<file path="src/hdl/kplsc_pkg.sv">
package kplsc_pkg;

	localparam int NUM_KEYS   = 8;
	localparam int COUNT_BITS = 16;
	localparam int FIELD_KEYS = 8;
	localparam int TIME_W     = 16;
	localparam int MASK_W     = 8;
	localparam int CFG_IDX_W  = 3;
	localparam int KEY_W      = (NUM_KEYS > 1) ? $clog2(NUM_KEYS) : 1;
	localparam int CMP_W      = (COUNT_BITS > TIME_W) ? COUNT_BITS : TIME_W;

	typedef enum logic [CFG_IDX_W-1:0] {
		CFG_LONG_TIME     = 3'd0,
		CFG_SHORT_TIME    = 3'd1,
		CFG_MAX_TIME      = 3'd2,
		CFG_REPEAT_DELAY  = 3'd3,
		CFG_REPEAT_MASK   = 3'd4,
		CFG_HOLD_MASK     = 3'd5,
		CFG_CLASSIFY_MASK = 3'd6
	} cfg_idx_t;

	typedef enum logic [1:0] {
		ST_IDLE,
		ST_WALK,
		ST_FINISH
	} state_t;

	typedef struct packed {
		logic [TIME_W-1:0] long_time;
		logic [TIME_W-1:0] short_time;
		logic [TIME_W-1:0] max_time;
		logic [TIME_W-1:0] repeat_delay;
		logic [MASK_W-1:0] repeat_mask;
		logic [MASK_W-1:0] hold_mask;
		logic [MASK_W-1:0] classify_mask;
	} cfg_t;

	typedef struct packed {
		logic             step;
		logic             last;
		logic [KEY_W-1:0] key;
		logic             load_out;
		logic             accept;
	} ctrl_t;

	typedef struct packed {
		logic                  lv;
		logic                  armed;
		logic [COUNT_BITS-1:0] cnt;
		logic                  last_p;
		logic                  last_l;
		logic                  cls;
		logic                  hold;
		logic                  rpt;
		logic                  timer_zero;
	} key_in_t;

	typedef struct packed {
		logic [COUNT_BITS-1:0] cnt;
		logic                  armed;
		logic                  last_p;
		logic                  last_l;
		logic                  reload;
	} key_upd_t;

	function automatic logic [NUM_KEYS-1:0] widen_keys(input logic [FIELD_KEYS-1:0] v);
		logic [NUM_KEYS-1:0] r;
		r = '0;
		for (int i = 0; i < NUM_KEYS; i++) begin
			r[i] = (i < FIELD_KEYS) ? v[i % FIELD_KEYS] : 1'b0;
		end
		return r;
	endfunction

	function automatic logic [FIELD_KEYS-1:0] narrow_keys(input logic [NUM_KEYS-1:0] v);
		logic [FIELD_KEYS-1:0] r;
		r = '0;
		for (int i = 0; i < FIELD_KEYS; i++) begin
			r[i] = (i < NUM_KEYS) ? v[i % NUM_KEYS] : 1'b0;
		end
		return r;
	endfunction

endpackage

</file>
<file path="src/hdl/kplsc_key_unit.sv">
module kplsc_key_unit (
	input  logic              scan,
	input  kplsc_pkg::cfg_t    cfg,
	input  kplsc_pkg::key_in_t ki,
	output kplsc_pkg::key_upd_t ku
);

	logic [kplsc_pkg::CMP_W-1:0] cnt_w;
	logic ge_long;
	logic ge_short;
	logic below_max;
	logic not_sat;

	assign cnt_w     = kplsc_pkg::CMP_W'(ki.cnt);
	assign ge_long   = cnt_w >= kplsc_pkg::CMP_W'(cfg.long_time);
	assign ge_short  = cnt_w >= kplsc_pkg::CMP_W'(cfg.short_time);
	assign below_max = cnt_w < kplsc_pkg::CMP_W'(cfg.max_time);
	assign not_sat   = ki.cnt != {kplsc_pkg::COUNT_BITS{1'b1}};

	always_comb begin
		ku.cnt    = ki.cnt;
		ku.armed  = ki.armed;
		ku.last_p = ki.last_p;
		ku.last_l = ki.last_l;
		ku.reload = 1'b0;
		if (!scan) begin
			if (ki.lv && ki.armed && below_max && not_sat) begin
				ku.cnt = ki.cnt + 1'b1;
			end
			if (!ki.lv) begin
				ku.armed = 1'b1;
			end
		end else if (ki.cls) begin
			if (ki.armed && ge_long) begin
				ku.cnt    = '0;
				ku.armed  = 1'b0;
				ku.last_p = 1'b1;
				ku.last_l = 1'b1;
				ku.reload = 1'b1;
			end else if (ki.armed && !ki.lv && ge_short) begin
				ku.cnt    = '0;
				ku.armed  = 1'b0;
				ku.last_p = 1'b1;
				ku.last_l = 1'b0;
				ku.reload = 1'b1;
			end else if (!ki.lv && !ge_short) begin
				ku.cnt    = '0;
				ku.last_p = 1'b0;
				ku.last_l = 1'b0;
			end else if (!ki.armed && ki.hold) begin
				ku.last_p = ki.last_p;
			end else if (!ki.armed && ki.rpt && ki.timer_zero) begin
				ku.reload = 1'b1;
				ku.last_p = 1'b1;
				ku.last_l = 1'b0;
			end else begin
				ku.last_p = 1'b0;
				ku.last_l = 1'b0;
			end
		end
	end

endmodule

</file>
<file path="src/hdl/kplsc_ctrl.sv">
module kplsc_ctrl (
	input  logic              clk,
	input  logic              arst_n,
	input  logic              in_valid,
	input  logic              scan,
	input  logic              out_free,
	output logic              busy,
	output kplsc_pkg::ctrl_t  ctl
);

	kplsc_pkg::state_t state_q;
	kplsc_pkg::state_t state_d;
	logic [kplsc_pkg::KEY_W-1:0] key_q;
	logic last;

	assign last = key_q == kplsc_pkg::KEY_W'(kplsc_pkg::NUM_KEYS - 1);

	always_comb begin
		state_d = state_q;
		unique case (state_q)
			kplsc_pkg::ST_IDLE: begin
				if (in_valid) state_d = kplsc_pkg::ST_WALK;
			end
			kplsc_pkg::ST_WALK: begin
				if (last) state_d = scan ? kplsc_pkg::ST_FINISH : kplsc_pkg::ST_IDLE;
			end
			kplsc_pkg::ST_FINISH: begin
				if (out_free) state_d = kplsc_pkg::ST_IDLE;
			end
			default: state_d = kplsc_pkg::ST_IDLE;
		endcase
	end

	always_comb begin
		busy         = 1'b1;
		ctl.accept   = 1'b0;
		ctl.step     = 1'b0;
		ctl.load_out = 1'b0;
		ctl.last     = last;
		ctl.key      = key_q;
		unique case (state_q)
			kplsc_pkg::ST_IDLE: begin
				busy       = 1'b0;
				ctl.accept = in_valid;
			end
			kplsc_pkg::ST_WALK:   ctl.step = 1'b1;
			kplsc_pkg::ST_FINISH: ctl.load_out = out_free;
			default: busy = 1'b1;
		endcase
	end

	always_ff @(posedge clk or negedge arst_n) begin
		if (!arst_n) begin
			state_q <= kplsc_pkg::ST_IDLE;
			key_q   <= '0;
		end else begin
			state_q <= state_d;
			if (ctl.accept) key_q <= '0;
			else if (ctl.step && !last) key_q <= key_q + 1'b1;
		end
	end

endmodule

</file>
<file path="src/hdl/key_press_long_short_classifier_top.sv">
// Key classifier: a tick item advances the press counter of each armed, pressed key below
// max_time and the shared repeat timer, a scan item classifies the keys in the classify
// mask and returns one pair of masks. One evaluation unit visits a single key per cycle, so
// after its transaction an item holds the input stalled while the unit walks all NUM_KEYS
// keys, and a scan then holds it through a finish state, where its result also waits
// behind an earlier result that is still stalled at the output.
module key_press_long_short_classifier_top (
	input  logic                              clk,
	input  logic                              arst_n,
	input  logic                              in_valid,
	output logic                              in_stall,
	input  logic                              op,
	input  logic [kplsc_pkg::FIELD_KEYS-1:0]  key_levels,
	output logic                              out_valid,
	input  logic                              out_stall,
	output logic [kplsc_pkg::FIELD_KEYS-1:0]  pressed_mask,
	output logic [kplsc_pkg::FIELD_KEYS-1:0]  long_mask,
	input  logic                              cfg_we,
	input  logic [kplsc_pkg::CFG_IDX_W-1:0]   cfg_index,
	input  logic [kplsc_pkg::TIME_W-1:0]      cfg_data
);

	kplsc_pkg::cfg_t     cfg_q;
	kplsc_pkg::ctrl_t    ctl;
	kplsc_pkg::key_in_t  ki;
	kplsc_pkg::key_upd_t ku;

	logic [kplsc_pkg::COUNT_BITS-1:0] cnt_q [kplsc_pkg::NUM_KEYS];
	logic [kplsc_pkg::NUM_KEYS-1:0]   armed_q;
	logic [kplsc_pkg::NUM_KEYS-1:0]   last_p_q;
	logic [kplsc_pkg::NUM_KEYS-1:0]   last_l_q;
	logic [kplsc_pkg::NUM_KEYS-1:0]   lv_q;
	logic [kplsc_pkg::TIME_W-1:0]     timer_q;
	logic                             scan_q;
	logic                             out_valid_q;
	logic                             out_free;
	logic [kplsc_pkg::NUM_KEYS-1:0]   cls_v;
	logic [kplsc_pkg::NUM_KEYS-1:0]   hold_v;
	logic [kplsc_pkg::NUM_KEYS-1:0]   rpt_v;

	assign out_valid = out_valid_q;
	assign out_free  = !out_valid_q || !out_stall;

	assign cls_v  = kplsc_pkg::widen_keys(cfg_q.classify_mask);
	assign hold_v = kplsc_pkg::widen_keys(cfg_q.hold_mask);
	assign rpt_v  = kplsc_pkg::widen_keys(cfg_q.repeat_mask);

	kplsc_ctrl u_ctrl (
		.clk      (clk),
		.arst_n   (arst_n),
		.in_valid (in_valid),
		.scan     (scan_q),
		.out_free (out_free),
		.busy     (in_stall),
		.ctl      (ctl)
	);

	always_comb begin
		ki.lv         = lv_q[ctl.key];
		ki.armed      = armed_q[ctl.key];
		ki.cnt        = cnt_q[ctl.key];
		ki.last_p     = last_p_q[ctl.key];
		ki.last_l     = last_l_q[ctl.key];
		ki.cls        = cls_v[ctl.key];
		ki.hold       = hold_v[ctl.key];
		ki.rpt        = rpt_v[ctl.key];
		ki.timer_zero = timer_q == '0;
	end

	kplsc_key_unit u_key_unit (
		.scan (scan_q),
		.cfg  (cfg_q),
		.ki   (ki),
		.ku   (ku)
	);

	always_ff @(posedge clk or negedge arst_n) begin
		if (!arst_n) begin
			cfg_q.long_time     <= 16'd100;
			cfg_q.short_time    <= 16'd3;
			cfg_q.max_time      <= 16'd1000;
			cfg_q.repeat_delay  <= 16'd10;
			cfg_q.repeat_mask   <= '0;
			cfg_q.hold_mask     <= '0;
			cfg_q.classify_mask <= '1;
		end else if (cfg_we) begin
			unique case (cfg_index)
				kplsc_pkg::CFG_LONG_TIME:     cfg_q.long_time     <= cfg_data;
				kplsc_pkg::CFG_SHORT_TIME:    cfg_q.short_time    <= cfg_data;
				kplsc_pkg::CFG_MAX_TIME:      cfg_q.max_time      <= cfg_data;
				kplsc_pkg::CFG_REPEAT_DELAY:  cfg_q.repeat_delay  <= cfg_data;
				kplsc_pkg::CFG_REPEAT_MASK:   cfg_q.repeat_mask   <= cfg_data[kplsc_pkg::MASK_W-1:0];
				kplsc_pkg::CFG_HOLD_MASK:     cfg_q.hold_mask     <= cfg_data[kplsc_pkg::MASK_W-1:0];
				kplsc_pkg::CFG_CLASSIFY_MASK: cfg_q.classify_mask <= cfg_data[kplsc_pkg::MASK_W-1:0];
				default: ;
			endcase
		end
	end

	always_ff @(posedge clk) begin
		if (ctl.accept) begin
			scan_q <= op;
			lv_q   <= kplsc_pkg::widen_keys(key_levels);
		end
	end

	always_ff @(posedge clk or negedge arst_n) begin
		if (!arst_n) begin
			for (int i = 0; i < kplsc_pkg::NUM_KEYS; i++) begin
				cnt_q[i] <= '0;
			end
			armed_q  <= '1;
			last_p_q <= '0;
			last_l_q <= '0;
			timer_q  <= '0;
		end else if (ctl.step) begin
			cnt_q[ctl.key]    <= ku.cnt;
			armed_q[ctl.key]  <= ku.armed;
			last_p_q[ctl.key] <= ku.last_p;
			last_l_q[ctl.key] <= ku.last_l;
			if (ku.reload) timer_q <= cfg_q.repeat_delay;
			else if (!scan_q && ctl.last && timer_q != '0) timer_q <= timer_q - 1'b1;
		end
	end

	always_ff @(posedge clk or negedge arst_n) begin
		if (!arst_n) begin
			out_valid_q <= 1'b0;
		end else if (ctl.load_out) begin
			out_valid_q <= 1'b1;
		end else if (!out_stall) begin
			out_valid_q <= 1'b0;
		end
	end

	always_ff @(posedge clk) begin
		if (ctl.load_out) begin
			pressed_mask <= kplsc_pkg::narrow_keys(last_p_q);
			long_mask    <= kplsc_pkg::narrow_keys(last_l_q);
		end
	end

	a_walk_starts_at_first_key: assert property (@(posedge clk) disable iff (!arst_n)
		ctl.accept |=> ctl.key == '0)
		else $error("key walk did not restart at the first key");

	a_result_only_for_scan: assert property (@(posedge clk) disable iff (!arst_n)
		ctl.load_out |-> scan_q)
		else $error("result loaded for a tick transaction");

	a_scan_never_arms: assert property (@(posedge clk) disable iff (!arst_n)
		(ctl.step && scan_q && !ki.armed) |-> !ku.armed)
		else $error("scan re-armed a key");

	a_tick_gives_no_result: assert property (@(posedge clk) disable iff (!arst_n)
		(ctl.step && ctl.last && !scan_q) |=> !$rose(out_valid))
		else $error("tick transaction produced a result");

endmodule
</file>
<file path="config.mk">
export PLATFORM = sky130hd
export DESIGN_NAME = key_press_long_short_classifier_top
export DESIGN_NICKNAME = d
export VERILOG_FILES = /design/src/hdl/kplsc_pkg.sv /design/src/hdl/kplsc_key_unit.sv /design/src/hdl/kplsc_ctrl.sv /design/src/hdl/key_press_long_short_classifier_top.sv
export SDC_FILE = /design/constraint.sdc
export NUM_CORES = 1
export LEC_CHECK = 0
export BUFFER_PORTS_ARGS = -buffer_cell sky130_fd_sc_hd__buf_2
export CORE_MARGIN = 10
export CORE_UTILIZATION = 40
export CTS_CLUSTER_DIAMETER = 40
export DETAILED_ROUTE_END_ITERATION = 8
export PLACE_DENSITY_LB_ADDON = 0.05
export SLEW_MARGIN = 20
export SYNTH_ARGS = -nofsm -noshare
export SYNTH_HDL_FRONTEND = slang
export SYNTH_SLANG_ARGS = --single-unit
</file>
<file path="constraint.sdc">
create_clock -name clk -period 11.3 [get_ports clk]
set_input_delay 0 -clock clk [delete_from_list [all_inputs] [get_ports clk]]
set_output_delay 0 -clock clk [all_outputs]
set_load 0.05 [all_outputs]
</file>
[After elaboration in Yosys (flattened, before gate mapping)]
Index checks and enable logic that the tools add are counted.
Word-level totals
  register bits: 287
  output and inout port bits: 18
  word-level logic and storage cells: 145
Cells by class
  add/subtract/negate cells: 3
  order comparisons: 7
  equal/unequal tests: 14
  mux-type cells: 56
  bitwise operators: 1
  reductions and logical operators: 38
Operator list (count)
  bitwise mux 128 bit: 1
  two-way mux 16 bit: 8
  binary-select mux 16 bit (select 3 bit): 1
  demux 16 bit (select 3 bit): 1
  two-way mux 20 bit: 2
  >= comparator 16 bit: 2
  bitwise mux 8 bit: 3
  binary-select mux 1 bit (select 3 bit): 7
  two-way mux 1 bit: 19
  two-way mux 17 bit: 1
  adder 16 x 1 -> 16 bit, second input constant: 1
  zero test 16 bit: 1
  < comparator 16 bit: 1
  inequality test 16 bit, second input constant: 1
  AND reduction 2 bit: 8
  nonzero test 16 bit: 1
  subtractor 16 x 1 -> 16 bit, second input constant: 1
  logical AND 1 bit: 15
  two-way mux 2 bit: 7
  == test 3 bit, second input constant: 4
  two-way mux 3 bit: 4
  zero test 1 bit: 7
  == test 3 x 2 -> 1 bit, second input constant: 2
  inequality test 2 x 1 -> 1 bit, second input constant: 3
  17 further kinds: 18

[Longest topological paths before layout]
Gate-level depths: netlist of run 1.
  word-level depth: 14
  mapped depth: 19
  gate-level depth less buffers: 15

[Cells and area by module]
Synthesis of run 1 repeated with hierarchy kept, for this count alone.
Second synthesis, totals
  cell total of the unflattened synthesis: 1175
  area total of the unflattened synthesis: 14667.8 µm²
Modules (own cells, without submodules)
  key_press_long_short_classifier_top: times used 1, cells an instance 875, area an instance 12547.0 µm², seq. area each 7218.2 µm²
  kplsc_key_unit: times used 1, cells an instance 271, area an instance 1813.0 µm², seq. area each 0.0 µm²
  kplsc_ctrl: times used 1, cells an instance 29, area an instance 307.8 µm², seq. area each 125.1 µm²

[Worst setup path before layout of run 1]
No wires, ideal clock.
  path type: register -> register
  start: register u_ctrl.key_q[0] in the netlist's numbering
  end: register cnt_q[41] in the netlist's numbering
  library setup time: 0.153 ns
  arrival time: 4.406 ns
  required time: 11.147 ns
  path slack: 6.741 ns
  stages on the path, launching flop included: 18
  path buffers: 2
  period minus slack after synthesis: 4.559 ns
  cell sequence: dfrtp_1 > buf_6 > buf_8 > mux2_2 > a221o_1 > nand2_1 > a21boi_0 > inv_1 > ha_1 > a21o_1 > a221oi_1 > o21ai_0 > or4b_4 > or2_1 > or3_4 > or4_4 > xor2_4 > o31ai_2
On the way
  longest elaborated chain between the ends: 13
  elaborated cells between the ends (all ways): 36
  those cells by class: add/sub (1); order compare (5); eq/ne (1); mux (18); bitwise (1); reduce/logical (10)
Ends and longest elaborated chain
  from (decl): RTL line kplsc_ctrl.sv:13  | logic [kplsc_pkg::KEY_W-1:0] key_q;
  from (signal assigned): RTL line kplsc_ctrl.sv:59  | else if (ctl.step && !last) key_q <= key_q + 1'b1;
  inverter 3 -> 4 bit (implied by the code): RTL line key_press_long_short_classifier_top.sv:61, key_press_long_short_classifier_top.sv:117
  binary-select mux 16 bit (select 3 bit): RTL line key_press_long_short_classifier_top.sv:61  | ki.cnt = cnt_q[ctl.key];
  two-way mux 16 bit (implied by the code) (2 in series): RTL line key_press_long_short_classifier_top.sv:61
  >= comparator 16 bit: RTL line kplsc_key_unit.sv:16  | assign ge_short = cnt_w >= kplsc_pkg::CMP_W'(cfg.short_time);
  zero test 1 bit: RTL line kplsc_key_unit.sv:46  | end else if (!ki.lv && !ge_short) begin
  logical AND 1 bit: RTL line kplsc_key_unit.sv:46
  two-way mux 16 bit: RTL line kplsc_key_unit.sv:46
  two-way mux 16 bit: RTL line kplsc_key_unit.sv:40  | end else if (ki.armed && !ki.lv && ge_short) begin
  two-way mux 20 bit: RTL line kplsc_key_unit.sv:34  | if (ki.armed && ge_long) begin
  two-way mux 20 bit: RTL line kplsc_key_unit.sv:33  | end else if (ki.cls) begin
  two-way mux 17 bit: RTL line kplsc_key_unit.sv:26  | if (!scan) begin
  bitwise mux 128 bit (*): RTL line key_press_long_short_classifier_top.sv:117  | cnt_q[ctl.key] <= ku.cnt;
  to (signal, indexed assignment): RTL line key_press_long_short_classifier_top.sv:117
  to (decl): RTL line key_press_long_short_classifier_top.sv:28  | logic [kplsc_pkg::COUNT_BITS-1:0] cnt_q [kplsc_pkg::NUM_KEYS];
Every way passes the cells marked *; elsewhere a longest branch is shown, timed or not. The select of a mux whose other input is x is not followed.
A chain may end at the register's enable or synchronous reset.

[Final worst setup path of run 1]
  start: register u_ctrl.key_q[0] in the netlist's numbering
  end: register cnt_q[93] in the netlist's numbering
Same word-level chain as after synthesis.

==> results of run 1 <==
## cells in the final DEF (no fill, tap or decap), types with 26 or more instances in the layout
cell	Yosys	final
a21oi_1	41	40
buf_2	9	49
buf_4	2	26
clkbuf_16	0	55
dfrtp_1	233	231
dfstp_2	29	29
dlygate4sd3_1	0	32
ha_1	51	51
inv_1	60	60
mux2_2	148	148
nand2_1	175	175
nor2_1	39	39
o21ai_0	82	82
## cell families (layout without fill, tap and decap cells)
logic type	count (synthesis)	count (layout)	synth area share, %
compound gates	263	263	12.2
xor+xnor	11	11	0.803
fa+ha+maj	51	51	4.45
buf+inv	126	270	3.78
flops	287	287	51.2
mux	192	192	16.8
simple gates	332	332	10.8
## per-stage QoR
step	power (mW)	hold slack, ps	std cells	setup WS (ps)	util (%)
after global placement	3.05	180	1736	5220	42.6
after CTS	4.73	50.7	1867	5160	48.7
after global routing	4.97	85.7	1867	4680	48.7
after floorplan	2.54	-296	1262	6740	-
final	4.69	72.7	1867	5160	48.7
after detailed placement	3.07	178	1736	5180	42.6
## critical path: stages, from the launching register on
cell      delay, ps
dfrtp_4         920
buf_4           560
nor2_1          290
a221o_1         410
nand2_1         180
a21boi_0        270
inv_1           170
ha_1            210
a21o_1          170
a221oi_1        230
o21ai_0         110
or4b_4          500
or2_1           380
or3_4           470
or4_1           490
a21oi_2         410
mux2_2          240
## layer usage
metal	vias to the layer above	routed length [µm]	GRT usage [%]
li1	4819	-	-
met4	0	1160	7.19
met3	63	1950	3.30
met1	4968	19300	26.2
met2	220	18600	28.6
met5	-	0	0
## area by class of cell
| class | instances | area [µm²] | area share (%) |
|---|---|---|---|
| Sequential cell | 287 | 7350 | 42.5 |
| Multi-Input combinational cell | 849 | 6500 | 37.6 |
| Clock inverter | 30 | 350 | 2.03 |
| Tap cell | 461 | 577 | 3.34 |
| Clock buffer | 69 | 1500 | 8.67 |
| Inverter | 63 | 236 | 1.37 |
| Timing Repair Buffer | 108 | 776 | 4.49 |
## what timing repair did
item | in CTS | in global routing
hold buffers | 32 | 0
setup buffers | 0 | 0
hold endpoints to repair | 229 | 0
## power groups by stage
stage | Sequential (mW) | Clock, mW | Combinational, mW
finish | 1.50 | 1.63 | 1.56
global route | 1.53 | 1.71 | 1.73
CTS | 1.50 | 1.67 | 1.57
detailed placement | 1.51 | 0 | 1.55
global placement | 1.51 | 0 | 1.54
floorplan | 1.42 | 0 | 1.13
## how the worst min path moves through the flow
stage | to | cells after the start | startpoint
floorplan | cfg_q[24] | 0 | arst_n
global placement | timer_q[13] | 1 | arst_n
detailed placement | timer_q[13] | 1 | arst_n
CTS | rpt_v[5] | 5 | cfg_index[2]
global route | rpt_v[5] | 5 | cfg_index[2]
finish | cfg_q[84] | 5 | cfg_we
==> out/qor.yml, run 1 <==
drcViolationCount: 0
clkLatencyLatePin_ps: 590
synth_edf_count: 25
setup.worst_path.class: "reg -> reg"
worst_pin_slew_ps: 1020
outcome: "finished clean"
grt_overflow: 0
p_int_mw: 2.98
fmax_mhz: 163
h-tree-depth: 2
fin_nets: 1446
startpoint_type: "flip-flop"
yosys.area.top_type: "dfrtp_1"
syn_area_um2: 14300
drt_iter0_markers: 558
power_frac_comb_pct: 33.2
clock_sinks: 287
post_drt_wl_per_cell_um: 22.0
syn-mean-instance-area_um2: 11.4
grt_use_total_pct: 18.8
grt_pass1_vias: 10400
routed_wl_um: 41000
core_area_um2: 35500
cp-startpoint: "u_ctrl.key_q[0]"
period_share_pct: 54.3
std_cell_rows: 69
regMostFlops: "cnt_q"
root_buffer: "clkbuf_16"
swShare_pct: 36.5
clk_pin_slew_ps: 50
hold_viol: 0
period_needed_ps: 6140
relSlewSlack_pct: 32.1
arrival_ps: 6650
synth_cells: 1262
firstDrtPassIters: 7
place_area_um2: 15100
power.leakage_nw: 7.67
n_antenna_cell: 0
reg_top3: "cnt_q x128, cfg_q x64, timer_q x16"
place.gp.congestion: 0.838
power_density_nw_per_um2: 271
setup-violations-final: 0
grt_first_pass_wirelength_um: 64000
rsz0062_at_grt: "false"
vdd_ir_drop_max_mv: 0.235
die_area_um2: 43800
endpoint: "cnt_q[93]"
ys_ff_latch: 287
synth.top_cell.area_share_pct: 40.7
rr_worst_depth: 16
r2r_setup_slack_ps: 5160
setup_tns_ps: 0
pin_count: 51
ys_top_cells_by_area: "dfrtp_1 (41%), mux2_2 (12%), dfstp_2 (5.3%)"
via_per_inst: 5.39
postLayoutCellArea_um2: 17300
p_sw_mw: 1.71
cts_tree: "done"
initial_utilization_pct: 40.4
power_frac_clock_pct: 34.8
yosys_warnings: 0
drive_above_1_share_pct: 28.3
cts_resized: 0
synth_nets: 1346
worstHoldPathType: "in -> reg"
cts_buffers: 53
yosysUniqueCellTypes: 78
vias: 10100
slew_violations: 0
synthFlopType: "dfrtp_1"
die_y_um: 209
yosysSeqAreaShare_pct: 51.2
grt_start_max_net_pins: 120
syn2layout_area_growth_pct: 20.6
antenna_found_initial: 3
worstPathRequired_ps: 11820
endpoint_kind: "flip-flop"
port_buffers: 50
finClkSkew_ps: 29.7
synth_commonest_cells: "dfrtp_1 (233), nand2_1 (175), mux2_2 (148), o21ai_0 (82), inv_1 (60)"
ctsLongestPathBuffers: 3
dpl.hpwl_um: 27300
r2r-start: "u_ctrl.key_q[0]"
yosysMostFrequentCell: "dfrtp_1"
pwr-share-seq_pct: 31.9
fillers: 3262
largest_reg_flops: 128
drtAntennaViolNets: 0
reg2reg_to: "cnt_q[93]"
ys_async_sr_fraction_pct: 91.3
path_max_fanout: 45
die_x_um: 209
maxCapViolCount: 0
No activity file was read; power rests on OpenSTA's default activity.
==> inputs of run 2 (changes only) <==
==> constraint.sdc (replaced) <==
create_clock -name clk -period 6 [get_ports clk]
set_input_delay 0 -clock clk [delete_from_list [all_inputs] [get_ports clk]]
set_output_delay 0 -clock clk [all_outputs]
set_load 0.05 [all_outputs]
==> out/qor.yml, run 2 (synthesis results as in run 1) <==
die_area_um2: 43800  # unchanged
crit_path_top_delay_cell: "dfrtp_4"  # unchanged
largest_reg_flops: 128  # unchanged
grt_start_max_net_pins: 167  # was 120
core_area_um2: 35500  # unchanged
std_cell_rows: 69  # unchanged
hold_viol: 3  # was 0
die_x_um: 209  # unchanged
drtAntennaViolNets: 0  # unchanged
arrival_ps: 5710  # was 6650 ps
cts_tree: "done"  # unchanged
grt_first_pass_wirelength_um: 64600  # was 64000 µm
outcome: "finished with violations"  # was finished clean
firstDrtPassIters: 7  # unchanged
drcViolationCount: 0  # unchanged
path_max_fanout: 27  # was 45
via_per_inst: 5.43  # was 5.39
cp-startpoint: "u_ctrl.key_q[0]"  # unchanged
setup-violations-final: 0  # unchanged
cts_buffers: 53  # unchanged
fin_nets: 1454  # was 1446
pin_count: 51  # unchanged
endpoint_kind: "flip-flop"  # unchanged
worst_pin_slew_ps: 1070  # was 1020 ps
dp_slack_ps: 726  # was 5180 ps
place_area_um2: 15200  # was 15100 µm²
final_util_pct: 48.7  # about the same
maxCapViolCount: 0  # unchanged
post_drt_wl_per_cell_um: 22.2  # was 22.0 µm
syn2layout_area_growth_pct: 20.7  # was 20.6%
final_cell_mix: "dfrtp_1 (231), nand2_1 (175), mux2_2 (148)"  # unchanged
slew_violations: 0  # unchanged
grt_use_total_pct: 19.0  # was 18.8%
timing.hold.ws_ps: -19.5  # was 72.7 ps
drt_iter0_markers: 685  # was 558
h-tree-depth: 2  # unchanged
rr_worst_depth: 14  # was 16
place.gp.congestion: 0.836  # was 0.838
period_needed_ps: 5250  # was 6140 ps
dpl.hpwl_um: 28600  # was 27300 µm
grt_pass1_vias: 10400  # about the same
worstPathRequired_ps: 6460  # was 11820 ps
die_y_um: 209  # unchanged
clk_pin_slew_ps: 50  # about the same
root_buffer: "clkbuf_16"  # unchanged
drive_above_1_share_pct: 28.8  # was 28.3%
postLayoutCellArea_um2: 17300  # about the same
startpoint_type: "flip-flop"  # unchanged
vdd_ir_drop_max_mv: 0.311  # was 0.235 mV
reg2reg_to: "cnt_q[9]"  # was cnt_q[93]
routed_wl_um: 41600  # was 41000 µm
setup_ws_ps: 749  # was 5160 ps
relSlewSlack_pct: 28.4  # was 32.1%
regMostFlops: "cnt_q"  # unchanged
finClkSkew_ps: 31.3  # was 29.7 ps
port_buffers: 50  # unchanged
r2r_setup_slack_ps: 750  # was 5160 ps
setup_tns_ps: 0  # unchanged
clock_sinks: 287  # unchanged
n_antenna_cell: 0  # unchanged
violations: "hold timing"
power.leakage_nw: 7.70  # was 7.67 nW
grt_overflow: 0  # unchanged
path_cells: "buf_4 -> mux4_2 -> mux2i_1 -> inv_2 -> ha_1 -> and4_1 -> nand4_1 -> o21ai_0 -> or4b_4 -> or2_1 -> or3_4 -> or4_4 -> xor2_4 -> o31ai_2"  # was buf_4 -> nor2_1 -> a221o_1 -> nand2_1 -> a21boi_0 -> inv_1 -> ha_1 -> a21o_1 -> a221oi_1 -> o21ai_0 -> or4b_4 -> or2_1 -> or3_4 -> or4_1 -> a21oi_2 -> mux2_2
layout_commonest_cell: "dfrtp_1"  # unchanged
reg_top3: "cnt_q x128, cfg_q x64, timer_q x16"  # unchanged
initial_utilization_pct: 40.4  # unchanged
endpoint: "cnt_q[9]"  # was cnt_q[93]
cpPeakStageDelay_ps: 730  # was 920 ps
clkLatencyLatePin_ps: 610  # was 590 ps
fmax_mhz: 190  # was 163 MHz
vias: 10200  # was 10100
setup.worst_path.class: "reg -> reg"  # unchanged
period_share_pct: 87.5  # was 54.3%
worstHoldPathType: "in -> async"  # was in -> reg
r2r-start: "u_ctrl.key_q[0]"  # unchanged
postCtsSetupBuffers: 0  # unchanged
antenna_found_initial: 0  # was 3
ctsLongestPathBuffers: 3  # unchanged
power_density_nw_per_um2: 513  # was 271 nW/µm²
rsz0062_at_grt: "false"  # unchanged
==> run 2: cell count changes in the layout (fill, tap and decap cells not counted), sizes merged <==
| cell | delta |
|---|---|
| buf | +12 |
| clkbuf | +4 |
| clkinv | +4 |
| clkinvlp | -4 |
| dlygate4sd3 | -4 |
| inv | -6 |
==> run 2: timing repair <==
action	4_1_cts	5_1_grt
endpoints found under the hold margin	224	0
hold buffers	28	0
gates resized for setup	0	0
setup endpoints to repair	0	0
==> run 2: worst max-delay path: cells and delay by family (launching register included) <==
kind | cells | cell delay, ps
AO/OA/AOI/OAI | 2 | 220
flip-flops | 1 | 730
adder cells (fa/ha/maj) | 1 | 320
XOR/XNOR | 1 | 380
AND/OR/NAND/NOR | 6 | 2020
buffers and inverters | 2 | 550
multiplexers | 2 | 870
==> run 2: per-layer routing <==
layer | up-vias | part of all wire, % | track usage (%)
li1 | 4823 | - | -
met1 | 5086 | 48 | 26.3
met2 | 194 | 45 | 29.0
met3 | 70 | 4.2 | 3.68
met4 | 0 | 2.6 | 6.67
met5 | - | 0 | 0
==> run 2: report_power, final <==
part | switching (mW) | total (mW) | internal (mW)
logic | 1.89 | 3.07 | 1.18
clock network | 1.02 | 2.99 | 1.97
registers | 0.342 | 2.81 | 2.47
==> run 2: cell type report <==
| cell class | instances | area, µm² |
|---|---|---|
| Clock inverter | 24 | 314 |
| Tap cell | 461 | 577 |
| Timing Repair Buffer | 116 | 851 |
| Inverter | 63 | 236 |
| Fill cell | 3241 | 18200 |
| Sequential cell | 287 | 7350 |
| Clock buffer | 73 | 1480 |
| Multi-Input combinational cell | 849 | 6490 |
==> run 2: metrics by stage <==
step	cells	power, mW	hold WS (ps)
global route	1873	9.40	69.2
floorplan	1262	4.79	-296
CTS	1873	8.95	0.816
detailed placement	1748	5.90	60.6
global placement	1748	5.86	69.2
finish	1873	8.87	-19.5
==> run 2: worst min path at each step <==
stage | startpoint | end | slack (ps) | cells past startpoint
after floorplan | arst_n | cfg_q[24] | -300 | 0
after global placement | arst_n | cfg_q[37] | 70 | 1
after detailed placement | arst_n | cfg_q[37] | 60 | 1
after CTS | cfg_index[0] | cfg_q[78] | 0.8 | 5
after global routing | arst_n | cfg_q[37] | 70 | 2
final | arst_n | cfg_q[37] | -20 | 2
